<file path="src/hw/rtl/swmr_ram.sv">
module swmr_ram #(
  parameter int WIDTH = 8,
  parameter int DEPTH = 256
) (
  input  logic                     clk,
  input  logic                     en,
  input  logic                     we,
  input  logic [$clog2(DEPTH)-1:0] addr,
  input  logic [WIDTH-1:0]         wdata,
  output logic [WIDTH-1:0]         rdata
);

  logic [WIDTH-1:0] mem [DEPTH];

  always_ff @(posedge clk) begin
    if (en) begin
      if (we) begin
        mem[addr] <= wdata;
      end else begin
        rdata <= mem[addr];
      end
    end
  end

endmodule

</file>
<file path="config.mk">
export PLATFORM = sky130hd
export DESIGN_NAME = swmr_ram
export DESIGN_NICKNAME = d
export VERILOG_FILES = /design/src/hw/rtl/swmr_ram.sv
export SDC_FILE = /design/constraint.sdc
export NUM_CORES = 2
export LEC_CHECK = 0
export ABC_AREA = 1
export BUFFER_PORTS_ARGS = -buffer_cell sky130_fd_sc_hd__buf_4
export CORE_MARGIN = 2
export CORE_UTILIZATION = 37
export DETAILED_ROUTE_END_ITERATION = 12
export PLACE_DENSITY = 0.56
export SLEW_MARGIN = 20
export SYNTH_ARGS = -nofsm -noshare
export SYNTH_HDL_FRONTEND = slang
export SYNTH_SLANG_ARGS = --single-unit
</file>
<file path="constraint.sdc">
create_clock -name clk -period 1.9 [get_ports clk]
set_input_delay 0.095 -clock clk [delete_from_list [all_inputs] [get_ports clk]]
set_output_delay 0.095 -clock clk [all_outputs]
set_load 0.02 [all_outputs]
</file>
==> impl_summary.md <==
Outcome
The flow ran to the end, but the final reports show violations. The final reports fail on setup timing.

GRT
The maximum number of pins on one net before global-route repair is 79. The initial antenna violation count is 8. Summed over all layers, the global routing overflow is 0. The number of global-route vias before repair was ~57000. Across every metal layer, demand over resource in global routing totals approximately a fifth. The wire length of the first global-routing pass is approximately 360000 um.

Yosys
The most repeated cell in the gate-level netlist after synthesis is sky130_fd_sc_hd__nand2_1. By area the synthesized netlist is led by sky130_fd_sc_hd__edfxtp_1 73%, sky130_fd_sc_hd__nand2_1 21%, sky130_fd_sc_hd__nor2_1 1.5%. After synthesis the cells add up to ~85000 um2.

In the synthesized netlist, the cells that appear most often are 4695 x sky130_fd_sc_hd__nand2_1, 2056 x sky130_fd_sc_hd__edfxtp_1, 345 x sky130_fd_sc_hd__nor2_1. The total nets after synthesis is approximately 8000. Synthesis inferred ~2100 register bits. The number of instances in the synthesized netlist is between 7000 and 8000. In the synthesized netlist the async set-or-reset flop fraction comes to 0%. The predominant post-synthesis flop cell is sky130_fd_sc_hd__edfxtp_1. Yosys mapped the design onto 14 distinct sky130hd cell types. The count of flip-flops with a built-in enable after synthesis is 2056. The synthesized design spends more area on one cell type than any other, namely sky130_fd_sc_hd__edfxtp_1. The mean cell area of the mapped netlist is roughly 11 um2. The synthesized design devotes to its leading area cell type 72.8% of total area. The count of synthesis-stage warnings from yosys is 0.

Sequential cells were found to cover 72.8% of the synthesized design area.

Worst setup path
Data on the critical path arrives at its endpoint at 2.57 ns. The number of cells on the worst reg-to-reg path is 13. The launch point of the worst reg-to-reg path is mem[213][2]$_DFFE_PP_. Data on the critical path is required at its endpoint by between 2 and 3 ns. The worst setup path is captured at a flip-flop. The worst register-to-register path ends at rdata[2]$_DFFE_PP_. The sort of element at the start of the critical path is a flip-flop. Of all nets on the critical path, the largest fanout is 1. Following the worst setup path forward leads to its endpoint at rdata[2]$_DFFE_PP_. The worst register-to-register path has a setup slack of -0.05 ns.

The setup path with the least slack is of type flip-flop to flip-flop. The first element of the critical path is mem[213][2]$_DFFE_PP_.

Detailed routing
The average wire per cell in the routed design is a little over 20 um. The mean number of vias per cell is roughly 4.9. The violation count after the first detailed-route iteration is about 5300. For this block, the routed nets add up to 239000 um of wire. The count of TritonRoute iterations in the first routing pass is 6. For this run, design rule violations remaining after detail routing come to 0. The final route contains ~57000 vias. The number of antenna-violating nets in the routed design is 0.

Die
The area of the core is roughly 230000 um2. Once the floorplan was initialized, standard cells occupied 37.3% of the core. The chip width is 483 um.

The I/O pin count is 27. Measured along the y axis, the die boundary spans 483 um. The site row count is between 150 and 200. The die footprint is 233000 um2.

Placed design
Routability-driven placement finished with a final weighted congestion of a little under 0.9. Detailed placement ended at an HPWL of between 150000 and 200000 um. The port buffer count is 26.

OpenSTA, run right after detailed placement, puts the worst setup slack at -0.962 ns.

STA
The worst pin sits at a relative slew slack of approximately three fifths. The number of hold violations in the final report is 0. Of the available clock period, the critical path in the final layout requires 103%.

The upper clock frequency limit is between 0.5 and 0.6 GHz. The maximum clock skew at final layout is ~0.032 ns. The worst path setup slack after routing is -0.0511 ns. After layout, the minimum clock period comes to approximately 2.0 ns. The max-slew violation count is 0. The total of endpoints with negative setup slack in the final report is 2. Setup repair after global routing could not meet its margin everywhere. The slew at the pin closest to its max-slew limit is between 0.6 and 0.7 ns. Setup total negative slack on the finished layout was measured at -0.0568 ns.

Worst hold path
In this run the most critical hold path is launched from addr[7]. The worst hold path passes through 6 cells. The min-delay analysis places its worst path in the category primary input to flip-flop.

Pwr
Of the total power, the share spent switching nets is a little under a quarter. The net switching power of the design is between 20000 and 25000 uW. The total power per unit cell area is around 950 nW/um2. The completed layout was analyzed and its total power is 96900 uW.

Registers are responsible for slightly above 50% of the overall power. The clock network burns between 40% and 50% of the power. IR analysis of the VDD net gives a maximum drop of between 0.8 and 0.9 mV. The total leakage power is a little over 0.04 uW. Internal power comes to 74800 uW. The share of total power dissipated in combinational logic is ~6.6%.

Clock tree
The count of clock tree sinks is 2056. The tree is rooted in a sky130_fd_sc_hd__clkbuf_16. The longest clock path from root to sink contains 3 buffers. The deepest level of the CTS H-tree is 4.

Clock tree synthesis inserted a total of 209 buffers. After clock tree synthesis, the clock-pin slew on the worst setup and hold paths is about 0.060 ns. Clock latency on the worst-skew pair, taken at its later pin, is approximately 0.86 ns. The TritonCTS clock tree is built.

Cells and area
The area used by sequential logic in the layout is between 60000 and 70000 um2. At the end of the flow, the number of nets in the layout was 8524. After filler insertion, the fill cell instance count of the layout stands at roughly 21000.

Of the cells placed in the final design, the portion with a size suffix greater than 1 is about 15%. The core utilization of the finished layout is between 40% and 50%. Summing all multi-input logic gate instances after layout gives 22100 um2. The area growth from synthesis to layout is 20.4%.

Flow run
The tool flagged a number of max-cap violations equal to 0.
==> per-layer routing <==
| metal | up-vias | share of wire (%) | GRT usage, % |
|---|---|---|---|
| met5 | - | 0.012 | 0 |
| met4 | 4 | 3.2 | 7.04 |
| met3 | 345 | 5.5 | 2.64 |
| met2 | 1701 | 48 | 33.6 |
| met1 | 27909 | 44 | 27.8 |
| li1 | 27409 | - | - |
==> worst min-delay path by stage <==
stage	endpoint	slack [ns]
after floorplan	mem[0][0]$_DFFE_PP_	0.19
after global placement	mem[164][7]$_DFFE_PP_	0.50
after detailed placement	mem[164][7]$_DFFE_PP_	0.50
after CTS	rdata[1]$_DFFE_PP_	0.09
after global routing	rdata[0]$_DFFE_PP_	0.08
final	rdata[0]$_DFFE_PP_	0.12
==> layout make-up <==
class                      instances  share of cell area (%)
multi-input combinational       5464                    21.6
antenna                            1                 0.00245
sequential                      2056                    60.5
timing repair buffer             758                    7.60
inverter                          16                  0.0833
clock inverter                   141                    1.24
clock buffer                     248                    5.35
tap                             3009                    3.69
==> critical path, cell delays in order, from the launching register on <==
cell	delay, ns
sky130_fd_sc_hd__edfxtp_1	0.37
sky130_fd_sc_hd__nand2_1	0.09
sky130_fd_sc_hd__nand2_1	0.05
sky130_fd_sc_hd__nand2_1	0.05
sky130_fd_sc_hd__nand2_1	0.07
sky130_fd_sc_hd__nand2_1	0.10
sky130_fd_sc_hd__nand2_1	0.13
sky130_fd_sc_hd__o21ai_1	0.27
sky130_fd_sc_hd__nand2_1	0.10
sky130_fd_sc_hd__nor2_1	0.11
sky130_fd_sc_hd__nor2_1	0.05
sky130_fd_sc_hd__nor2_1	0.11
sky130_fd_sc_hd__buf_4	0.17
sky130_fd_sc_hd__nand2_2	0.05
==> registers in the layout, summed over array words and instances, names as in the netlist <==
name and flops:
mem 2048, rdata 8
==> timing repair <==
| action | in CTS | in global routing |
|---|---|---|
| hold buffers | 10 | 0 |
| endpoints found under the setup margin | 8 | 8 |
| setup buffers | 0 | 0 |
| hold endpoints to repair | 2056 | 0 |
| gates resized for setup | 102 | 137 |
| pin swaps | 57 | 104 |
==> placed cells by master, fill, tap and decap left out, drive strengths merged <==
cell and n:
bufinv 17, nand3 256, dlygate4sd3 10, nor2 345
inv 20, clkinvlp 4, clkbuf 248, diode 1
clkinv 116, buf 748, nand2 4695, o21ai 128
edfxtp 2056, nand4 40
==> kinds of logic after synthesis <==
family	after synthesis	synth area share, %
simple gates	5336	24.1
flops	2056	72.8
compound gates	128	0.755
buf+inv	440	2.36
==> stage by stage <==
stage	std cells	instance area, um2	hold WS (ns)
floorplan	7960	84900	0.194
global placement	11297	94500	0.503
detailed placement	11297	94500	0.505
CTS	11694	102000	0.0898
global route	11693	102000	0.0815
finish	11693	102000	0.123
==> power groups by stage <==
stage,registers [uW],logic [uW],clock network [uW]
3_5_place_dp,50900,6200,0
4_1_cts,50000,6350,41200
6_report,50000,6420,40500
3_3_place_gp,50900,6190,0
2_1_floorplan,51000,2840,0
5_1_grt,49900,7020,42900
Power figures use the tool's default switching activity.
