<file path="config.mk">
export PLATFORM = sky130hd
export DESIGN_NAME = swmr_hist
export DESIGN_NICKNAME = d
export VERILOG_FILES = /design/src/hw/rtl/swmr_pkg.sv /design/src/hw/rtl/swmr_ram.sv /design/src/hw/rtl/swmr_hist.sv
export SDC_FILE = /design/constraint.sdc
export NUM_CORES = 2
export LEC_CHECK = 0
export ABC_AREA = 1
export BUFFER_PORTS_ARGS = -buffer_cell sky130_fd_sc_hd__buf_2
export CAP_MARGIN = 20
export CORE_UTILIZATION = 41
export DETAILED_ROUTE_END_ITERATION = 16
export GPL_ROUTABILITY_DRIVEN = 0
export PLACE_DENSITY = 0.63
export REMOVE_ABC_BUFFERS = 1
export SETUP_SLACK_MARGIN = 0.15
export SYNTH_ARGS = -nofsm -noshare
export SYNTH_HDL_FRONTEND = slang
export SYNTH_HIERARCHICAL = 1
export SYNTH_SLANG_ARGS = --single-unit
</file>
<file path="constraint.sdc">
create_clock -name clk -period 2.7 [get_ports clk]
set_input_delay 0.27 -clock clk [delete_from_list [all_inputs] [get_ports clk]]
set_output_delay 0.27 -clock clk [all_outputs]
set_load 0.05 [all_outputs]
</file>
<file path="src/hw/rtl/swmr_pkg.sv">
package swmr_pkg;

  localparam int HALF_WINDOW = 2400;
  localparam int WIN_LEN     = 2 * HALF_WINDOW + 1;
  localparam int SAMPLE_W    = 8;
  localparam int BINS        = 2 ** SAMPLE_W;
  localparam int CNT_W       = 13;
  localparam int RES_W       = SAMPLE_W + 1;
  localparam int PTR_W       = $clog2(WIN_LEN);
  localparam int SEEN_W      = $clog2(WIN_LEN + 1);
  localparam int CUM_W       = CNT_W + SAMPLE_W;

  typedef logic [SAMPLE_W-1:0] sample_t;
  typedef logic [CNT_W-1:0]    cnt_t;
  typedef logic [PTR_W-1:0]    ptr_t;
  typedef logic [SEEN_W-1:0]   seen_t;
  typedef logic [CUM_W-1:0]    cum_t;
  typedef logic signed [RES_W-1:0] resid_t;

  // count added on the very first sample: padding plus the sample itself
  localparam cnt_t FIRST_INC = cnt_t'(HALF_WINDOW + 1);
  localparam cnt_t ONE_INC   = cnt_t'(1);
  // offset that steps a ring pointer back by the half window
  localparam logic [PTR_W:0] BACK_OFF = (PTR_W + 1)'(WIN_LEN - HALF_WINDOW);
  localparam logic [PTR_W:0] WIN_LEN_X = (PTR_W + 1)'(WIN_LEN);
  localparam ptr_t  LAST_PTR   = ptr_t'(WIN_LEN - 1);
  localparam seen_t SEEN_FULL  = seen_t'(WIN_LEN);
  localparam seen_t SEEN_HALF  = seen_t'(HALF_WINDOW);
  localparam seen_t SEEN_TWICE = seen_t'(2 * HALF_WINDOW);
  localparam cum_t  CUM_HALF   = cum_t'(HALF_WINDOW);
  localparam sample_t LAST_BIN = sample_t'(BINS - 1);

  typedef enum logic [2:0] {
    ST_IDLE,
    ST_INC,
    ST_CTR,
    ST_OLD,
    ST_MED,
    ST_DEC,
    ST_FIN
  } seq_state_t;

  typedef struct packed {
    logic    en;
    logic    we;
    ptr_t    addr;
    sample_t wdata;
  } dl_req_t;

  typedef struct packed {
    logic    en;
    logic    we;
    sample_t addr;
    cnt_t    wdata;
  } hist_req_t;

  typedef struct packed {
    logic    valid;
    sample_t median;
    resid_t  residual;
  } res_t;

endpackage

</file>
<file path="src/hw/rtl/swmr_ram.sv">
module swmr_ram #(
  parameter int WIDTH = 8,
  parameter int DEPTH = 256
) (
  input  logic                     clk,
  input  logic                     en,
  input  logic                     we,
  input  logic [$clog2(DEPTH)-1:0] addr,
  input  logic [WIDTH-1:0]         wdata,
  output logic [WIDTH-1:0]         rdata
);

  logic [WIDTH-1:0] mem [DEPTH];

  always_ff @(posedge clk) begin
    if (en) begin
      if (we) begin
        mem[addr] <= wdata;
      end else begin
        rdata <= mem[addr];
      end
    end
  end

endmodule

</file>
<file path="src/hw/rtl/swmr_hist.sv">
module swmr_hist (
  input  logic               clk,
  input  logic               rst,
  input  swmr_pkg::hist_req_t req,
  output swmr_pkg::cnt_t     rdata
);
  import swmr_pkg::*;

  logic [BINS-1:0] vld;
  logic            vld_q;
  cnt_t            ram_rdata;

  // per-bin valid bits: a bin never written reads as zero
  always_ff @(posedge clk) begin
    if (rst) begin
      vld   <= '0;
      vld_q <= 1'b0;
    end else if (req.en) begin
      if (req.we) begin
        vld[req.addr] <= 1'b1;
      end else begin
        vld_q <= vld[req.addr];
      end
    end
  end

  swmr_ram #(
    .WIDTH(CNT_W),
    .DEPTH(BINS)
  ) u_ram (
    .clk  (clk),
    .en   (req.en),
    .we   (req.we),
    .addr (req.addr),
    .wdata(req.wdata),
    .rdata(ram_rdata)
  );

  assign rdata = vld_q ? ram_rdata : '0;

endmodule

</file>
==> impl_metrics.tcl <==
set metrics [dict create \
    ys_ff_latch 3598 \
    synth_cells 14427 \
    regToRegSetupSlack_ns 0.20 \
    yosysTopAreaCell "edfxtp_1" \
    die_w_um 604 \
    rsz0062_at_grt "yes" \
    grt_first_pass_wirelength_um 633000 \
    synth_area_per_cell_um2 10.3 \
    routedWlPerCell_um 21.2 \
    dieArea_um2 364000 \
    synthTopCellsByCount "nand2_1 (8231), edfxtp_1 (3341), nor2_1 (619), nand3_1 (420), buf_2 (371)" \
    nNetsFinal 15155 \
    startpoint "req[13]" \
    synth.area.top_cells "edfxtp_1 (68%), nand2_1 (21%), dfxtp_1 (3.5%)" \
    cts_root_buf "clkbuf_16" \
    vdd.ir_drop.worst_mv 0.608 \
    drt-pass1-iter-count 6 \
    syn2layout_area_growth_pct 17.9 \
    required_ns 3.39 \
    clk_latency_ns 0.96 \
    fmax_mhz 393 \
    synth_top_flop_cell "edfxtp_1" \
    cp_max_fo 24 \
    hpwlAfterDp_um 264000 \
    worst_pin_slew_ns 0.947 \
    max_cap_violations 0 \
    place_area_um2 163000 \
    vias 103871 \
    ys_warn_count 6 \
    num_rows 220 \
    crit_arrival_ns 3.24 \
    clk_pin_slew_ns 0.06 \
    power_leakage_uw 0.0701 \
    reg2regPathDepth 13 \
    fp.dieH_um 604 \
    synth-edff-count 3341 \
    synth_top_area_share 0.676 \
    fp.coreArea_um2 359000 \
    synth_cell_types 26 \
    grt_pass1_vias 97785 \
    cts_sinks 3598 \
    crit_type "input pin to flop" \
    grt_max_degree 107 \
    gr-usage-all-layers 0.231 \
    cts_tree "done" \
    clock_path_buffers 4 \
    reg2reg_to "u_ram/rdata[12]" \
    endpoint "u_ram/rdata[2]" \
    numPortBuffers 37 \
    status "finished clean" \
    first_iter_violations 11398 \
    htreeDepth 5 \
    drt-total-wl_um 429000 \
    antenna_found_initial 12 \
    numCtsBuffers 366 \
    hp-class "input pin to flop" \
    synth_area_um2 148000 \
    start_util 0.413 \
    reg2reg_from "u_ram/mem[131][12]" \
    design_area_um2 175000 \
    cp-start-kind "input pin" \
    antenna_left 0 \
    overflow 0 \
    num-fill-cells 32058 \
    finalSetupViolCount 0 \
    ioPinCount 38 \
    fin_crit_sh 0.943 \
    power.density_nw_per_um2 681 \
    max_slew_margin 0.369 \
    drv_slew 0 \
    skew_ns 0.0522 \
    avgViaCountPerCell 5.14 \
    drc 0 \
    utilization 0.486 \
    synth.most_common_cell "nand2_1" \
    drive_gt1_frac 0.108 \
    hold_viol 0 \
    yosysSeqAreaShare 0.711 \
    cp-end-kind "flop" \
    min_period_ns 2.55 \
    synthArstFlopShare 0 \
]
==> worst min path at each step <==
stage | startpoint | to | slack [ns] | cells past startpoint
finish | req[15] | vld[224] | 0.12 | 6
global route | req[15] | vld[226] | 0.1 | 6
CTS | req[15] | vld[224] | 0.04 | 6
detailed placement | vld[192] | vld[192] | 0.44 | 2
global placement | vld[192] | vld[192] | 0.44 | 2
floorplan | rst | vld[0] | 0.34 | 1
==> placed cells by master, fill, tap and decap left out, types with 4 or more instances in the layout <==
cell,netlist,routed
nor2_2,8,11
inv_8,0,4
buf_8,0,16
clkinv_2,0,57
clkbuf_8,0,6
clkbuf_1,300,80
inv_2,9,9
nand2_2,4,8
bufinv_16,0,38
clkinv_8,0,4
nand4_1,57,57
o21ai_0,121,120
inv_16,0,4
edfxtp_1,3341,3341
clkinv_1,3,79
clkinv_16,0,4
inv_6,0,12
dfxtp_1,257,257
nor2_1,619,611
a21oi_1,258,258
buf_12,0,290
clkinvlp_4,0,11
buf_4,19,769
nand3_4,0,6
nand3_1,420,412
inv_1,129,127
nand2_1,8231,8227
dlygate4sd3_1,0,19
clkbuf_16,0,372
o21ai_1,168,169
nor3_4,4,4
buf_2,371,20
nor3_2,4,4
nor2_4,8,13
==> routing by layer <==
layer | vias to the layer above | routed length [um] | GRT usage
met5 | - | 33 | 0
met4 | 4 | 15500 | 0.0793
met3 | 755 | 36100 | 0.0373
met2 | 4177 | 198000 | 0.367
met1 | 50142 | 179000 | 0.321
li1 | 48793 | - | -
==> cells by family after synthesis <==
logic type,after synthesis,share of synthesized area
AO/OA/AOI/OAI,549,0.0186
buffers and inverters,924,0.0282
AND/OR/NAND/NOR,9356,0.242
flip-flops,3598,0.711
==> final cells by class <==
type,count,area [um2],share of cell area
clock inverter,210,2180,0.0125
sequential,3598,105000,0.603
tap,4773,5970,0.0341
multi-input combinational,9905,38800,0.222
timing repair buffer,1117,12100,0.0695
clock buffer,457,9680,0.0553
inverter,142,579,0.00331
antenna,3,7.51,0.0000429
==> flip-flops by register name (all words and copies together), names as in the netlist <==
signal,cells
vld,256
u_ram/rdata,13
u_ram/mem,3328
vld_q,1
==> power by group <==
part / total [uW] / switching (uW) / leakage (uW) / internal (uW)
combinational: 7490 / 5440 / 0.0322 / 2050
sequential: 60900 / 22.9 / 0.0321 / 60900
clock: 50600 / 21500 / 0.00577 / 29100
==> critical path, stage by stage <==
cell and delay [ns]:
buf_8 0.12, inv_8 0.08, buf_4 0.22, buf_12 0.17, buf_4 0.23, buf_4 0.23, nand2_1 0.07, nand2_1 0.06
nand2_1 0.05, nand2_1 0.08, nand2_1 0.07, nand2_1 0.10, o21ai_1 0.33, nand2_1 0.19, nor2_1 0.13, nor2_1 0.13
nor2_1 0.52, nand2_1 0.10
==> what timing repair did <==
item | 4_1_cts | 5_1_grt
setup buffers | 0 | 0
hold buffers | 19 | 0
gates resized for setup | 3 | 3
hold endpoints to repair | 939 | 0
setup endpoints to repair | 9 | 3
==> stage by stage <==
step	std cells	power, uW	hold WS, ns	worst slack, ns	TNS, ns
6_report	20205	119000	0.125	0.153	0
2_1_floorplan	13645	65800	0.339	-11.46	-
5_1_grt	20203	122000	0.0965	0.100	0
4_1_cts	20201	120000	0.0444	0.156	0
3_3_place_gp	19515	69500	0.437	-0.754	-123.89
3_5_place_dp	19515	69500	0.442	-0.754	-127.61
No activity file was read; power rests on OpenSTA's default activity.
