File: src/hw/rtl/swmr_pkg.sv
package swmr_pkg;

  localparam int HALF_WINDOW = 2400;
  localparam int WIN_LEN     = 2 * HALF_WINDOW + 1;
  localparam int SAMPLE_W    = 8;
  localparam int BINS        = 2 ** SAMPLE_W;
  localparam int CNT_W       = 13;
  localparam int RES_W       = SAMPLE_W + 1;
  localparam int PTR_W       = $clog2(WIN_LEN);
  localparam int SEEN_W      = $clog2(WIN_LEN + 1);
  localparam int CUM_W       = CNT_W + SAMPLE_W;

  typedef logic [SAMPLE_W-1:0] sample_t;
  typedef logic [CNT_W-1:0]    cnt_t;
  typedef logic [PTR_W-1:0]    ptr_t;
  typedef logic [SEEN_W-1:0]   seen_t;
  typedef logic [CUM_W-1:0]    cum_t;
  typedef logic signed [RES_W-1:0] resid_t;

  // count added on the very first sample: padding plus the sample itself
  localparam cnt_t FIRST_INC = cnt_t'(HALF_WINDOW + 1);
  localparam cnt_t ONE_INC   = cnt_t'(1);
  // offset that steps a ring pointer back by the half window
  localparam logic [PTR_W:0] BACK_OFF = (PTR_W + 1)'(WIN_LEN - HALF_WINDOW);
  localparam logic [PTR_W:0] WIN_LEN_X = (PTR_W + 1)'(WIN_LEN);
  localparam ptr_t  LAST_PTR   = ptr_t'(WIN_LEN - 1);
  localparam seen_t SEEN_FULL  = seen_t'(WIN_LEN);
  localparam seen_t SEEN_HALF  = seen_t'(HALF_WINDOW);
  localparam seen_t SEEN_TWICE = seen_t'(2 * HALF_WINDOW);
  localparam cum_t  CUM_HALF   = cum_t'(HALF_WINDOW);
  localparam sample_t LAST_BIN = sample_t'(BINS - 1);

  typedef enum logic [2:0] {
    ST_IDLE,
    ST_INC,
    ST_CTR,
    ST_OLD,
    ST_MED,
    ST_DEC,
    ST_FIN
  } seq_state_t;

  typedef struct packed {
    logic    en;
    logic    we;
    ptr_t    addr;
    sample_t wdata;
  } dl_req_t;

  typedef struct packed {
    logic    en;
    logic    we;
    sample_t addr;
    cnt_t    wdata;
  } hist_req_t;

  typedef struct packed {
    logic    valid;
    sample_t median;
    resid_t  residual;
  } res_t;

endpackage

File: src/hw/rtl/swmr_seq.sv
module swmr_seq (
  input  logic                clk,
  input  logic                rst,
  input  logic                in_valid,
  output logic                in_ready,
  input  swmr_pkg::sample_t   sample,
  output swmr_pkg::dl_req_t   dl_req,
  input  swmr_pkg::sample_t   dl_rdata,
  output swmr_pkg::hist_req_t hist_req,
  input  swmr_pkg::cnt_t      hist_rdata,
  output swmr_pkg::res_t      res,
  input  logic                res_ready
);
  import swmr_pkg::*;

  seq_state_t state, state_next;

  sample_t x;
  logic    first;
  ptr_t    wp;
  seen_t   seen;
  sample_t centre;
  sample_t old;
  sample_t median_q;
  cum_t    cum;
  sample_t iss;
  sample_t lag_bin;
  logic    lag_valid;

  logic            accept;
  logic            have_res;
  ptr_t            wp_inc;
  ptr_t            old_addr;
  logic [PTR_W:0]  back_sum;
  ptr_t            ctr_addr;
  cum_t            cum_next;
  logic            med_done;
  logic            fin_go;

  assign accept   = in_valid && in_ready;
  assign have_res = seen >= SEEN_HALF;
  assign wp_inc   = (wp == LAST_PTR) ? '0 : wp + ptr_t'(1);
  // while padding is still in the window the oldest value sits in slot 0
  assign old_addr = (seen < SEEN_TWICE) ? '0 : wp_inc;
  assign back_sum = {1'b0, wp} + BACK_OFF;
  assign ctr_addr = (back_sum >= WIN_LEN_X) ? ptr_t'(back_sum - WIN_LEN_X)
                                            : ptr_t'(back_sum);
  assign cum_next = cum + cum_t'(hist_rdata);
  assign med_done = lag_valid && ((cum_next > CUM_HALF) || (lag_bin == LAST_BIN));
  assign fin_go   = !have_res || res_ready;

  always_comb begin
    state_next = state;
    unique case (state)
      ST_IDLE: if (accept) state_next = ST_INC;
      ST_INC:  state_next = have_res ? ST_CTR : ST_FIN;
      ST_CTR:  state_next = ST_OLD;
      ST_OLD:  state_next = ST_MED;
      ST_MED:  if (med_done) state_next = ST_DEC;
      ST_DEC:  state_next = ST_FIN;
      ST_FIN:  if (fin_go) state_next = ST_IDLE;
      default: state_next = ST_IDLE;
    endcase
  end

  always_comb begin
    in_ready       = 1'b0;
    dl_req         = '0;
    hist_req       = '0;
    res.valid      = 1'b0;
    res.median     = median_q;
    res.residual   = resid_t'({1'b0, centre} - {1'b0, median_q});
    unique case (state)
      ST_IDLE: begin
        in_ready       = 1'b1;
        dl_req.en      = accept;
        dl_req.we      = 1'b1;
        dl_req.addr    = wp;
        dl_req.wdata   = sample;
        hist_req.en    = accept;
        hist_req.addr  = sample;
      end
      ST_INC: begin
        hist_req.en    = 1'b1;
        hist_req.we    = 1'b1;
        hist_req.addr  = x;
        hist_req.wdata = hist_rdata + (first ? FIRST_INC : ONE_INC);
        dl_req.en      = have_res;
        dl_req.addr    = ctr_addr;
      end
      ST_CTR: begin
        dl_req.en      = 1'b1;
        dl_req.addr    = old_addr;
      end
      ST_OLD: begin
      end
      ST_MED: begin
        hist_req.en    = 1'b1;
        hist_req.addr  = med_done ? old : iss;
      end
      ST_DEC: begin
        hist_req.en    = hist_rdata != '0;
        hist_req.we    = 1'b1;
        hist_req.addr  = old;
        hist_req.wdata = hist_rdata - cnt_t'(1);
      end
      ST_FIN: begin
        res.valid      = have_res;
      end
      default: begin
      end
    endcase
  end

  always_ff @(posedge clk) begin
    if (rst) begin
      state <= ST_IDLE;
      wp    <= '0;
      seen  <= '0;
    end else begin
      state <= state_next;
      if (state == ST_FIN && fin_go) begin
        wp <= wp_inc;
        if (seen < SEEN_FULL) seen <= seen + seen_t'(1);
      end
    end
  end

  always_ff @(posedge clk) begin
    if (accept) begin
      x     <= sample;
      first <= seen == '0;
    end
    if (state == ST_CTR) centre <= dl_rdata;
    if (state == ST_OLD) begin
      old       <= dl_rdata;
      cum       <= '0;
      iss       <= '0;
      lag_valid <= 1'b0;
    end
    if (state == ST_MED) begin
      if (lag_valid) cum <= cum_next;
      lag_bin   <= iss;
      lag_valid <= 1'b1;
      iss       <= iss + sample_t'(1);
      if (med_done) median_q <= lag_bin;
    end
  end

endmodule

File: config.mk
export PLATFORM = sky130hd
export DESIGN_NAME = swmr_seq
export DESIGN_NICKNAME = d
export VERILOG_FILES = /design/src/hw/rtl/swmr_pkg.sv /design/src/hw/rtl/swmr_seq.sv
export SDC_FILE = /design/constraint.sdc
export NUM_CORES = 1
export LEC_CHECK = 0
export BUFFER_PORTS_ARGS = -buffer_cell sky130_fd_sc_hd__buf_2
export CELL_PAD_IN_SITES_DETAIL_PLACEMENT = 0
export CELL_PAD_IN_SITES_GLOBAL_PLACEMENT = 1
export CORE_ASPECT_RATIO = 0.5
export CORE_MARGIN = 2
export CORE_UTILIZATION = 48
export CTS_BUF_LIST = sky130_fd_sc_hd__clkbuf_2
export DETAILED_ROUTE_END_ITERATION = 10
export GPL_ROUTABILITY_DRIVEN = 1
export PLACE_DENSITY = 0.88
export SETUP_SLACK_MARGIN = 0.05
export SKIP_CTS_REPAIR_TIMING = 1
export SYNTH_ARGS = -nofsm -noshare
export SYNTH_HDL_FRONTEND = slang
export SYNTH_SLANG_ARGS = --single-unit
File: constraint.sdc
create_clock -name clk -period 9.19 [get_ports clk]
set_input_delay 0.4595 -clock clk [delete_from_list [all_inputs] [get_ports clk]]
set_output_delay 0.4595 -clock clk [all_outputs]
set_load 0.05 [all_outputs]
==> results of run 1 <==
==> through the flow <==
step	utilization (%)	cell area, um^2	total power, mW	std cells
floorplan	-	7050	1.91	847
global placement	53.1	7630	2.23	1102
detailed placement	53.1	7630	2.24	1102
CTS	53.9	7760	2.47	1118
global route	55.0	7920	2.65	1134
finish	55.0	7920	2.49	1134
==> cell type report <==
type / instances / area share (%)
repair buffers: 116 / 8.43
well taps: 198 / 3.13
flip-flops and latches: 100 / 31.5
clock buffers: 9 / 0.569
clock inverters: 7 / 1.03
multi-input cells: 677 / 54.1
inverters: 27 / 1.28
==> worst max-delay path by stage <==
stage | startpoint | endpoint | slack, ns | depth (start not counted)
after floorplan | state[0] | hist_req[11] | 4.94 | 15
after global placement | state[1] | hist_req[12] | 5.00 | 15
after detailed placement | state[1] | hist_req[12] | 4.92 | 15
after CTS | state[1] | hist_req[12] | 4.15 | 15
after global routing | state[1] | hist_req[12] | 3.79 | 15
final | state[1] | hist_req[12] | 4.18 | 15
==> cell usage after synthesis (7+ instances only) <==
library cell               count  area (um^2)
sky130_fd_sc_hd__xor2_1       29          254
sky130_fd_sc_hd__nand4_1      10         62.6
sky130_fd_sc_hd__o211ai_1      9         67.6
sky130_fd_sc_hd__inv_1        27          101
sky130_fd_sc_hd__dfxtp_1      51         1020
sky130_fd_sc_hd__nor2b_1      10         62.6
sky130_fd_sc_hd__a31oi_1      10         62.6
sky130_fd_sc_hd__edfxtp_1     49         1470
sky130_fd_sc_hd__nor2_1      111          417
sky130_fd_sc_hd__clkbuf_1     34          128
sky130_fd_sc_hd__and3_1       17          106
sky130_fd_sc_hd__or3_1         7         43.8
sky130_fd_sc_hd__a21o_1       26          195
sky130_fd_sc_hd__a221o_1      11          110
sky130_fd_sc_hd__ha_1         37          463
sky130_fd_sc_hd__a21oi_1      44          220
sky130_fd_sc_hd__nand2b_1     10         62.6
sky130_fd_sc_hd__nand3_1      29          145
sky130_fd_sc_hd__and2_1       21          131
sky130_fd_sc_hd__nor3_1       19         95.1
sky130_fd_sc_hd__o21ai_0      59          295
sky130_fd_sc_hd__xnor2_1      33          289
sky130_fd_sc_hd__nand2_1      84          315
sky130_fd_sc_hd__o21a_1        7         52.6
==> state kept, by name, summed over array words and instances, names as in the netlist <==
name and count:
centre 8, lag_bin 8, iss 8, old 8
seen 13, median_q 8, lag_valid 1, first 1
x 8, cum 21, state 3, wp 13
==> power groups by stage <==
stage	clock, mW	sequential [mW]	combinational, mW
5_1_grt	0.253	0.696	1.70
4_1_cts	0.233	0.680	1.56
6_report	0.231	0.682	1.58
2_1_floorplan	0	0.683	1.23
3_5_place_dp	0	0.690	1.55
3_3_place_gp	0	0.686	1.54
==> critical path: stages (launching register included) <==
cell                       delay, ns
sky130_fd_sc_hd__dfxtp_1        0.60
sky130_fd_sc_hd__nand2b_1       0.48
sky130_fd_sc_hd__inv_1          0.17
sky130_fd_sc_hd__nand2_1        0.18
sky130_fd_sc_hd__inv_1          0.18
sky130_fd_sc_hd__fa_1           0.45
sky130_fd_sc_hd__a21o_1         0.18
sky130_fd_sc_hd__a21oi_1        0.17
sky130_fd_sc_hd__nor2b_1        0.08
sky130_fd_sc_hd__o21a_1         0.18
sky130_fd_sc_hd__o41ai_1        0.42
sky130_fd_sc_hd__o21a_1         0.23
sky130_fd_sc_hd__o21ai_0        0.11
sky130_fd_sc_hd__xnor2_1        0.14
sky130_fd_sc_hd__nor2_1         0.08
sky130_fd_sc_hd__buf_2          0.27
==> cells by family (layout without fill, tap and decap cells) <==
logic type,after synthesis,count (layout)
AOI/OAI and AO/OA,226,226
xor gates and xnor gates,62,62
adders and majority gates,40,40
DFF,100,100
muxes,3,3
and+or+nand+nor,346,346
buffers and inverters,70,159
==> metal layers <==
layer	global-route usage (%)	vias to the layer above	part of all wire, %
li1	-	3234	-
met1	32.2	3068	47
met2	37.8	152	47
met3	3.81	25	4.6
met4	5.58	0	1.4
met5	0	-	0
==> results.cfg, run 1 <==
[finish]
drive_gt1_share_pct = 14.2
layout_common_cells = 111 x sky130_fd_sc_hd__nor2_1, 97 x sky130_fd_sc_hd__buf_2, 84 x sky130_fd_sc_hd__nand2_1, 59 x sky130_fd_sc_hd__o21ai_0, 51 x sky130_fd_sc_hd__dfxtp_1
ff_latch_area_mm2 = 0.00249
mostFrequentLayoutCell = sky130_fd_sc_hd__nor2_1
filler_cell_count = 1342
multi_input_comb_area_mm2 = 0.00429
nets = 1004
area_growth_syn_to_layout_pct = 12.3
antenna-diode-count = 0

[critical_path]
rrSetupSlack_ns = 5.88
endpoint_kind = output port
reg2regPathDepth = 9
critical_path_class = flop to output port
worst_setup_path_start_kind = flop
path_max_fanout = 15
worst_ep_required_time_ns = 8.73
worstPathArrival_ns = 4.55
worstReg2RegEnd = median_q[6]
timing.rr.start = cum[0]

[detailed_routing]
finalWirelength_um = 18600
post_drt_wl_per_cell_um = 16.4
drt_iter0_drc = 520
post_drt_via_cell_ratio = 5.71
num_vias = 6479
detailedRoute.firstPassIterationCount = 5
postRouteAntennaNets = 0
drc = 0

[logic_synthesis]
ys_seq_elements = 100
syn_inst = 847
ys_async_sr_fraction_pct = 0
post_synth_instance_area_mm2 = 0.00705
area_share_of_xor_xnor_cells_in_the_synthesized_design_pct = 7.70
ys.warnings.count = 0
synth-compound-area-share_pct = 21.5
synth_cell_type_count = 69
combinational_family_with_the_most_area_after_synthesis = simple AND/OR/NAND/NOR gates
synth.yosys.seq_area_share_pct = 35.3
syn_nets = 920
area_share_of_and_or_nand_nor_cells_after_synthesis_pct = 23.7
synth_mux_area_share_pct = 0.426
synthesized_area_per_cell_um2 = 8.33
synth_edf_count = 49
ys_dominant_reg_cell = sky130_fd_sc_hd__dfxtp_1
post_synth_fa_ha_maj_area_fraction_pct = 7.42

[clocking]
clk-insertion-delay-late_ns = 0.66
cts.htree.levels = 3
clock_path_buffers = 2
numCtsBuffers = 9
tritoncts = yes
cts-root-buf = sky130_fd_sc_hd__clkbuf_2
clk_transition_reported_paths_ns = 0.30
numClockSinks = 100

[floorplan]
floorplan_die_height_um = 89.7
die_w_um = 175
initial_core_util_pct = 49.0
design.die.area_mm2 = 0.0157
floorplan_core_area_mm2 = 0.0144
boundaryPins = 98
num_rows = 31

[min_path]
hold-path-cell-count = 3
worst_min_delay_path_class = input pin to flop
whs_endpoint = state[2]
worst_min_delay_path_startpoint = in_valid

[pwr]
p_sw_share_pct = 55.6
power_report.internal_total_mw = 1.11
combPwrFrac_pct = 63.3
pwr-share-seq_pct = 27.4
switching_power_mw = 1.38
irDropWorstVdd_v = 0.000171
pwr_density_cell_mw_per_mm2 = 314
power.clock.fraction_pct = 9.3
leak_nw = 3.33

[global_route]
grt_overflow = 0
grt_pass1_vias = 5857
grt_util_all_layers_pct = 23.2
grt_start_max_net_pins = 30
antenna_violations_before_repair = 0
grt_first_pass_wirelength_um = 29600

[sta]
max_freq_ghz = 0.200
tightest_slew_ns = 0.994
fin_worst_hold_slack_ns = 0.145
timing.setup.tns_ns = 0
timing.final.setup_violations = 0
rsz0062_at_grt = no
setup_slack_ns = 4.18
fin_skew_ns = 0.0472
slew-limit-headroom_pct = 32.9
period_needed_ns = 5.01
hold_viol = 0
post-route-period-util_pct = 54.5
drv_slew = 0

[place]
placement.io_buffers = 97
place.detailed.hpwl_um = 13600
pre_cts_slack_ns = 4.92
globalplace.congestion = 0.912

[run_status]
run_status = completed

[flow_run]
max_cap_viol_count = 0
(Power assumes the default switching activity.)
==> run 2, diff against run 1 <==
Settings changed: CORE_UTILIZATION 48 to 45, PLACE_DENSITY 0.88 to 0.83.
Clock period 9.19 ns to 4.9 ns, I/O delays scaled along.
==> results.cfg, run 2 (synthesized netlist as in run 1, its figures left out) <==
[critical_path]
critPathMaxStageDelay_ns = 0.46
path_cells = ha_1 -> fa_1 -> a211oi_2 -> nor2_1 -> o211ai_2 -> a21boi_2 -> or4_1 -> a221o_1 -> nor4b_4 -> o21ai_2 -> a221o_1 -> buf_2
endpoint_kind = output port
cpLargestDelayFamily = compound AO/OA/AOI/OAI gates
cp.buffers_inverters = 1
critical_path_class = flop to output port
worst_setup_path_start_kind = flop
worst_ep_required_time_ns = 4.66
cp_common_cell = sky130_fd_sc_hd__a221o_1
cpMaxStageDelayCell = sky130_fd_sc_hd__fa_1
worstPathArrival_ns = 4.26
path_max_fanout = 8

[sta]
rsz0062_at_grt = no
fin_skew_ns = 0.0594
slew-limit-headroom_pct = 47.7
post-route-period-util_pct = 91.9
period_needed_ns = 4.50
timing.setup.tns_ns = 0
hold_viol = 0
drv_slew = 0
max_freq_ghz = 0.222
tightest_slew_ns = 0.782
timing.final.setup_violations = 0
setup_slack_ns = 0.399
fin_worst_hold_slack_ns = 0.0701

[clocking]
tritoncts = yes
numCtsBuffers = 9
numClockSinks = 100
clock_path_buffers = 2
clk-insertion-delay-late_ns = 0.62
cts-root-buf = sky130_fd_sc_hd__clkbuf_2
cts.htree.levels = 3
clk_transition_reported_paths_ns = 0.32

[finish]
area_growth_syn_to_layout_pct = 12.9
antenna-diode-count = 0
filler_cell_count = 1490
postLayoutCellArea_mm2 = 0.00796
drive_gt1_share_pct = 14.7
nets = 1009
mostFrequentLayoutCell = sky130_fd_sc_hd__nor2_1
largest_registers = cum: 21 flops, seen: 13 flops, wp: 13 flops
layout_common_cells = 111 x sky130_fd_sc_hd__nor2_1, 97 x sky130_fd_sc_hd__buf_2, 84 x sky130_fd_sc_hd__nand2_1, 59 x sky130_fd_sc_hd__o21ai_0
largest_register_ff_count = 21
finalNonFillerCells = 1145
utilization_pct = 51.8
top_register = cum

[floorplan]
floorplan_die_height_um = 92.5
die_w_um = 181
floorplan_core_area_mm2 = 0.0154
design.die.area_mm2 = 0.0167
boundaryPins = 98
num_rows = 32
initial_core_util_pct = 45.9

[detailed_routing]
post_drt_via_cell_ratio = 5.64
num_vias = 6463
drc = 0
finalWirelength_um = 18200
postRouteAntennaNets = 0
post_drt_wl_per_cell_um = 15.9
detailedRoute.firstPassIterationCount = 6
drt_iter0_drc = 547

[place]
post-place-cells = 1110
globalplace.congestion = 0.890
area_of_placed_instances_mm2 = 0.00766
place.detailed.hpwl_um = 13500
placement.io_buffers = 97
pre_cts_slack_ns = 0.813

[global_route]
grt_pass1_vias = 5830
antenna_violations_before_repair = 0
grt_overflow = 0
grt_first_pass_wirelength_um = 29100
grt_start_max_net_pins = 30
grt_util_all_layers_pct = 21.5

[pwr]
fin_total_pwr_mw = 4.62
leak_nw = 3.34
pwr_density_cell_mw_per_mm2 = 580
irDropWorstVdd_v = 0.000313

[flow_run]
max_cap_viol_count = 0

[min_path]
worst_min_delay_path_class = input pin to flop

[run_status]
run_status = completed
run 2: changes by cell type in the layout (fill, tap and decap cells not counted), sizes merged:
cell / previous run / this run
dlygate4sd3: 16 / 19
inv: 32 / 30
clkinv: 2 / 1
buf: 100 / 102
clkinvlp: 0 / 3
run 2: area by class of cell:
cell class	count	area (um^2)	share of cell area [%]
Multi-Input combinational cell	677	4290	53.8
Sequential cell	100	2490	31.3
Inverter	27	101	1.27
Timing Repair Buffer	121	713	8.96
Clock inverter	7	65.1	0.817
Tap cell	204	255	3.21
Clock buffer	9	45.0	0.566
run 2: worst reg2reg max path: stages (launching register included):
cell	delay [ns]
sky130_fd_sc_hd__dfxtp_1	0.39
sky130_fd_sc_hd__ha_1	0.21
sky130_fd_sc_hd__fa_1	0.46
sky130_fd_sc_hd__a211oi_2	0.20
sky130_fd_sc_hd__nor2_1	0.11
sky130_fd_sc_hd__o211ai_2	0.20
sky130_fd_sc_hd__a21boi_2	0.09
sky130_fd_sc_hd__or4_1	0.40
sky130_fd_sc_hd__a221o_1	0.33
sky130_fd_sc_hd__nor4b_4	0.46
sky130_fd_sc_hd__nor2_1	0.28
run 2: report_power, final:
| part | switching, mW | internal, mW |
|---|---|---|
| clock network | 0.311 | 0.0784 |
| registers | 0.164 | 1.12 |
| logic | 2.08 | 0.871 |
| total | 2.56 | 2.07 |
run 2: path summary, 6_finish.rpt:
kind              startpoint           end  slack, ns  cells past startpoint
setup / recovery      cum[0]  hist_req[14]       0.40                     12
hold / removal           rst         wp[4]       0.07                      2
setup reg to reg      cum[0]   median_q[4]       1.50                     10
hold reg to reg   lag_bin[6]   median_q[6]       0.49                      0
run 2: per-layer routing:
| layer | up-vias | GRT usage, % | wire length [um] |
|---|---|---|---|
| met2 | 176 | 35.8 | 8510 |
| met3 | 20 | 3.97 | 1010 |
| li1 | 3242 | - | - |
| met5 | - | 0 | 0 |
| met4 | 0 | 5.42 | 178 |
| met1 | 3025 | 29.2 | 8520 |
==> run 3, diff against run 2 <==
Settings changed: CELL_PAD_IN_SITES_DETAIL_PLACEMENT 0 to 1.
==> results.cfg, run 3 (synthesized netlist as in run 1, its figures left out) <==
[floorplan]
design.die.area_mm2 = 0.0167
boundaryPins = 98
floorplan_core_area_mm2 = 0.0154
num_rows = 32
die_w_um = 181
initial_core_util_pct = 45.9
floorplan_die_height_um = 92.5

[pwr]
irDropWorstVdd_v = 0.000230
power_report.internal_total_mw = 2.09
switching_power_mw = 2.75
power.clock.fraction_pct = 9.3
leak_nw = 3.36
fin_total_pwr_mw = 4.83
combPwrFrac_pct = 63.7
p_sw_share_pct = 56.8
pwr_density_cell_mw_per_mm2 = 605
pwr-share-seq_pct = 27.0

[critical_path]
worstSetupStartpoint = cum[0]
worstPathArrival_ns = 4.24
cpMaxStageDelayCell = sky130_fd_sc_hd__fa_1
cp_common_cell = sky130_fd_sc_hd__a221o_1
path_cells = ha_1 -> fa_1 -> a211oi_2 -> nor2_1 -> o211ai_2 -> a21boi_2 -> or4_1 -> a221o_1 -> nor4b_4 -> o21ai_2 -> a221o_1 -> buf_2
timing.rr.start = cum[0]
path_max_fanout = 8
worst_ep_required_time_ns = 4.66
endpoint_kind = output port
critPathMaxStageDelay_ns = 0.46
critical_path_class = flop to output port
worst_setup_path_start_kind = flop

[clocking]
cts-root-buf = sky130_fd_sc_hd__clkbuf_2
numCtsBuffers = 9
tritoncts = yes
clk_transition_reported_paths_ns = 0.32
clk-insertion-delay-late_ns = 0.63
cts.htree.levels = 3
clock_path_buffers = 2
numClockSinks = 100

[finish]
top_register = cum
layout_common_cells = 111 x sky130_fd_sc_hd__nor2_1, 97 x sky130_fd_sc_hd__buf_2, 84 x sky130_fd_sc_hd__nand2_1, 59 x sky130_fd_sc_hd__o21ai_0, 49 x sky130_fd_sc_hd__edfxtp_1
drive_gt1_share_pct = 15.0
antenna-diode-count = 0
postLayoutCellArea_mm2 = 0.00798
filler_cell_count = 1924
area_growth_syn_to_layout_pct = 13.2
largest_register_ff_count = 21
nets = 1007
mostFrequentLayoutCell = sky130_fd_sc_hd__nor2_1
largest_registers = cum: 21 flops, seen: 13 flops, wp: 13 flops

[place]
place.detailed.hpwl_um = 16600
globalplace.congestion = 0.890
placement.io_buffers = 97
area_of_placed_instances_mm2 = 0.00766

[sta]
post-route-period-util_pct = 91.6
drv_slew = 0
slew-limit-headroom_pct = 44.0
max_freq_ghz = 0.223
fin_skew_ns = 0.0381
tightest_slew_ns = 0.836
timing.setup.tns_ns = 0
hold_viol = 0
rsz0062_at_grt = no
timing.final.setup_violations = 0
period_needed_ns = 4.49

[global_route]
met3_usage_pct = 4.40
grt_start_max_net_pins = 30
grt_overflow = 0
grt_pass1_vias = 6948
grt.busiest_layer = met2
met1_use_gr_pct = 31.5
grt_first_pass_wirelength_um = 34900
groute.layer.met2.usage_pct = 46.9
antenna_violations_before_repair = 0
grt_util_all_layers_pct = 26.0

[detailed_routing]
detailedRoute.firstPassIterationCount = 5
post_drt_via_cell_ratio = 5.94
num_vias = 6788
drc = 0
post_drt_wl_per_cell_um = 19.4
postRouteAntennaNets = 0
finalWirelength_um = 22200
drt_iter0_drc = 443

[run_status]
run_status = completed

[min_path]
worst_min_delay_path_startpoint = res_ready
worst_min_delay_path_class = input pin to flop

[flow_run]
max_cap_viol_count = 0
==> run 3: power groups by stage <==
stage | registers (mW) | logic (mW) | clock network (mW)
2_1_floorplan | 1.28 | 2.31 | 0
3_3_place_gp | 1.29 | 2.91 | 0
3_5_place_dp | 1.31 | 3.02 | 0
4_1_cts | 1.29 | 3.03 | 0.456
5_1_grt | 1.33 | 3.29 | 0.487
6_report | 1.31 | 3.08 | 0.447
==> run 3: worst max-delay path: cells and delay by family, from the launching register on <==
kind / cells / cell delay, ns
AOI/OAI and AO/OA: 6 / 1.38
and+or+nand+nor: 3 / 0.95
buffers and inverters: 1 / 0.23
DFF: 1 / 0.40
adders and majority gates: 2 / 0.67
==> run 3: worst paths after layout <==
kind                            slack (ns)  cells past startpoint      endpoint
worst max-delay path                  0.41                     12  hist_req[16]
worst min-delay path                  0.06                      4         wp[1]
worst max register to register        1.40                     10   median_q[1]
worst min register to register        0.49                      2        cum[0]
==> run 3: layout make-up <==
type                    instances  area (um^2)  share of cell area [%]
clock buffers                   9         45.0                   0.564
clock inverters                 7         91.3                    1.14
inverters                      27          101                    1.27
multi-input cells             677         4300                    53.9
flip-flops and latches        100         2500                    31.3
well taps                     204          255                    3.20
repair buffers                119          693                    8.68
==> run 3: stage by stage <==
stage          utilization (%)  instances  worst slack [ns]  hold WS, ns
2_1_floorplan                -        847             0.863        0.344
3_3_place_gp              49.8       1110              1.02        0.431
3_5_place_dp              49.8       1110             0.761        0.437
4_1_cts                   50.7       1126            0.0354       -0.260
5_1_grt                   51.9       1143             0.116       0.0343
6_report                  51.9       1143             0.411       0.0566
==> run 3: layer usage <==
| metal | share of wire (%) | routed length, um |
|---|---|---|
| met4 | 2.4 | 537 |
| met3 | 3.9 | 872 |
| met2 | 51 | 11300 |
| met1 | 43 | 9540 |
| met5 | 0 | 0 |
